**src/csm_ram.sv**
```systemverilog
// Generic single-port-write, single-read RAM with registered read.
// No dependencies.
module csm_ram #(
  parameter int unsigned Width = 8,
  parameter int unsigned Depth = 16
) (
  input  logic                     clk,
  input  logic                     we,
  input  logic [$clog2(Depth)-1:0] waddr,
  input  logic [Width-1:0]         wdata,
  input  logic [$clog2(Depth)-1:0] raddr,
  output logic [Width-1:0]         rdata
);
  logic [Width-1:0] mem [Depth];

  always_ff @(posedge clk) begin
    if (we) begin
      mem[waddr] <= wdata;
    end
    rdata <= mem[raddr];
  end
endmodule
```
**config.mk**
```make
export PLATFORM = sky130hd
export DESIGN_NAME = csm_ram
export DESIGN_NICKNAME = d
export VERILOG_FILES = /design/src/csm_ram.sv
export SDC_FILE = /design/constraint.sdc
export NUM_CORES = 1
export LEC_CHECK = 0
export BUFFER_PORTS_ARGS = -buffer_cell sky130_fd_sc_hd__buf_2
export CELL_PAD_IN_SITES_DETAIL_PLACEMENT = 1
export CELL_PAD_IN_SITES_GLOBAL_PLACEMENT = 2
export CORE_ASPECT_RATIO = 0.6
export CORE_MARGIN = 4
export CORE_UTILIZATION = 45
export CTS_BUF_LIST = sky130_fd_sc_hd__clkbuf_8
export DETAILED_ROUTE_END_ITERATION = 16
export PLACE_DENSITY_LB_ADDON = 0.1
export SYNTH_ARGS = -nofsm -noshare
export SYNTH_HDL_FRONTEND = slang
export SYNTH_SLANG_ARGS = --single-unit
```
**constraint.sdc**
```tcl
create_clock -name clk -period 2.4 [get_ports clk]
set_input_delay 0.48 -clock clk [delete_from_list [all_inputs] [get_ports clk]]
set_output_delay 0.48 -clock clk [all_outputs]
set_load 0.05 [all_outputs]
```
; Yosys cells after proc, flatten, opt, wreduce, memory -nomap -nowiden
; Memories as Yosys holds them, arrays and structs flattened. A register that Yosys moved wholly into a read port is not among the register bits.
; Cells that the tools add are included.
[totals]
reg_bits = 0
mem_count = 1
mem_bits_rw = 128
word_cells = 3
output_inout_bits = 8
[mem_list]
columns = memory, words, word_bits, rd, rd_ports_with_merged_regs, write_ports, line_no
row1 = mem, 16, 8, 1, 1, 1, 14  ; logic [Width-1:0] mem [Depth];
[classes]
n_mux = 2
[op_table]
columns = operator, n
row1 = 1-bit 2-to-1 mux, 2

; Logic depth before layout (Yosys ltp)
[logic_depth]
ltp_word = 2
ltp_mapped = 5
mapped_depth_nobuf = 3

; Least setup slack after synthesis
; OpenSTA, ideal clock, no wires.
[synth_timing]
path_kind = input to register
startpoint = input waddr[2]
endpoint = memory mem[0][0], enable pin
setup_time_ns = 0.383
arrival_ns = 1.590
setup_slack_ns = 0.427
required_ns = 2.017
stages = 2
cell_sequence = or3b_2 > nor3_1
[synth_lines]
columns = element, line_no
row1 = start: declaration, 9  ; input logic [$clog2(Depth)-1:0] waddr,
row2 = end: declaration, 14
; Straight into the memory's write port.

; Worst setup path after layout
[layout_timing]
startpoint = register rdata[4], read port of mem
endpoint = output rdata[4]
[layout_lines]
columns = element, line_no
row1 = start: declaration, 12  ; output logic [Width-1:0] rdata
; No word-level cell between the ends.

==> results.md <==
* Status: complete, no violations
* Vias per std cell at 5.602
* Clock Root Buffer: clkbuf_8
* Peak VDD IR at 375.6 uV
* Post-synth EDFFs at 128
* Largest net degree at the start of global routing at 33
* CTS clk-pin slew, worst paths at 0.07 ns
* Latest clock arrival within the worst-skew pair at 0.41 ns
* Synth area leader: edfxtp_1
* CP Capture Type: primary output
* Initial DRC Count at 121
* Syn nets at 247
* CP bufs+invs at 1
* Final Skew at 0.009335 ns
* Fin worst setup slack at 0.8673 ns
* Initial core utilization at 0.4745
* DR DRC count at 0
* WL final at 10.23 mm
* I/O pin count at 26
* Post-layout minimum cycle time at 1.533 ns
* DIE HEIGHT at 90.85 um
* WP data required at 1.92 ns
* TritonRoute pass-1 iters at 6
* Layout cells sized above 1 at 0.2901
* Post-synthesis sequential area ratio at 0.7778
* Gr usage total at 0.1676
* Nets at 301
* Cell Chain, Critical Path: buf_2
* Yosys reg bits at 136
* # port buffers at 25
* Die ar. at 13270 sq um
* Post-route cell area at 5844 sq um
* Post-Synth Simple-Gate Area at 0.03184
* Cell family with most CP delay: flip-flops
* Critical path peak fanout at 1
* Initial antenna violation count at 0
* Dpl hpwl at 6.683 mm
* Core ar. at 10850 sq um
* FF+latch area at 4004 sq um
* Hold Crit Class: in2reg
* Place WS at 0.4548 ns
* Crit path launch type: register
* CTS tree: yes
* First-pass GRT wire length at 15.94 mm
* Std-Cell Rows at 29
* Chip width at 146.1 um
* FILL cells at 951
* Avg Cell Area, Syn at 22.48 sq um
* Top cells by area, synth: edfxtp_1, mux4_2, mux4_1, dfxtp_1, a22oi_1
* Async SR Flop Fraction at 0
* Max cap viols at 0
* Non-filler cells, final at 432
* Critical Path Max Stage Delay at 0.36 ns
* Vias in the first global route at 2633
* Hold Buf Count CTS at 0
* # diodes at 0
* H-tree levels at 4
* Clock tree sinks at 136
* Pleak at 1.989 nW
* PD cells at 768.4 nW/um^2
* Number of setup buffers added after CTS at 0
* Worst Tran Pin Value at 0.4122 ns
* Final setup viols at 0
* Synthesis-to-finish area growth at 13.54%
* Count of final hold-check violations at 0
* Adder-cell share of the synthesized area at 0
* Post-Syn Instances at 229
* Period Utilization, post-route at 0.6386
* Post-route ant nets at 0
* Slowest CP cell: dfxtp_1
* Top FF cell, synth: edfxtp_1
* Fin. max-slew vios at 0
* Compound-cell area share of the yosys netlist at 0.02333
* Mapped Area at 5147 sq um
* DR vias at 2420
* Synth cell count leaders: edfxtp_1, mux4_2, a22oi_1
* Hold WS at 0.4490 ns
* Mux cell area share after synthesis at 0.1502
* Largest family of logic cells by synthesized area: multiplexers
* Avg WL per Cell at 23.68 um
* Slew Limit Headroom at 0.7252
* Area after DPL at 5535 sq um
* Global route overflow at 0
* Distinct cell type count after synthesis at 19
* RD Place Congestion at 0.6911
* Inst Count DP at 403
* Clock Path Buffers at 2
* Yosys warns at 0
* RSZ-0062 raised after global routing: false
* Final TNS setup at 0 ns
* Crit path kind: reg2out
* Top-area cell type share of the netlist area at 0.7467
* Num CTS Buffers at 17
* XOR/XNOR Fraction of Synth Area at 0
* Fmax at 652.4 MHz
* Post_cts resized at 0
* Arr. time, crit path at 1.05 ns
* Count leader, synth: edfxtp_1
* Multi-input gate area at 1057 sq um
-- cell usage in the layout (no fill, tap or decap), types with 2 or more instances in the layout --
cell and n:
nor2_1 13, dfxtp_1 8, clkbuf_8 17, nor3_1 4, buf_4 18, a22oi_1 16, mux4_1 14, buf_2 25
edfxtp_1 128, clkinv_1 3, nand2b_1 2, inv_1 5, buf_12 2, nand3b_1 2, nand2_1 9, mux4_2 18
clkinv_2 3
-- logic make-up (layout without fill, tap and decap cells) --
logic type,after synthesis,in the layout
simple gates,35,35
flops,136,136
mux,32,32
compound gates,16,16
buf+inv,10,74
-- worst reg2reg max path, cell delays in order, from the launching register on --
cell,delay [ns]
edfxtp_1,0.35
mux4_1,0.50
a22oi_1,0.30
nand2_1,0.09
-- state kept, by name, summed over array words and instances (netlist names) --
| name | flops |
|---|---|
| mem | 128 |
| rdata | 8 |
-- final timing paths --
kind	from	slack (ns)	endpoint	cells past startpoint
min	wdata[0]	0.45	mem[8][0]$_DFFE_PP_	1
min reg2reg	mem[11][5]$_DFFE_PP_	0.68	rdata[5]$_DFF_P_	3
max	rdata[4]$_DFF_P_	0.87	rdata[4]	1
max reg2reg	mem[9][4]$_DFFE_PP_	1.05	rdata[4]$_DFF_P_	3
-- metrics by stage --
stage	power [mW]	util
after floorplan	2.907	-
after global placement	3.020	0.5102
after detailed placement	3.026	0.5102
after CTS	4.550	0.5387
after global routing	4.693	0.5387
final	4.491	0.5387
-- layout make-up --
cell class	count	share of cell area
clock buffers	17	0.04003
clock inverters	12	0.01285
multi-input cells	83	0.1809
flip-flops and latches	136	0.6851
well taps	139	0.02976
repair buffers	45	0.05138
-- metal layers --
layer	GRT usage	routed length (um)	vias to the layer above
met1	0.2455	5080	1289
li1	-	-	1075
met3	0.06118	472	4
met4	0.04460	57	0
met2	0.2389	4618	52
met5	0	0	-
-- report_power, final --
group / internal (mW) / total (mW) / switching, mW
clock network: 0.764 / 1.52 / 0.759
logic: 0.108 / 0.297 / 0.189
registers: 2.65 / 2.67 / 0.0177
total: 3.53 / 4.49 / 0.965
No activity file was read; power rests on OpenSTA's default activity.
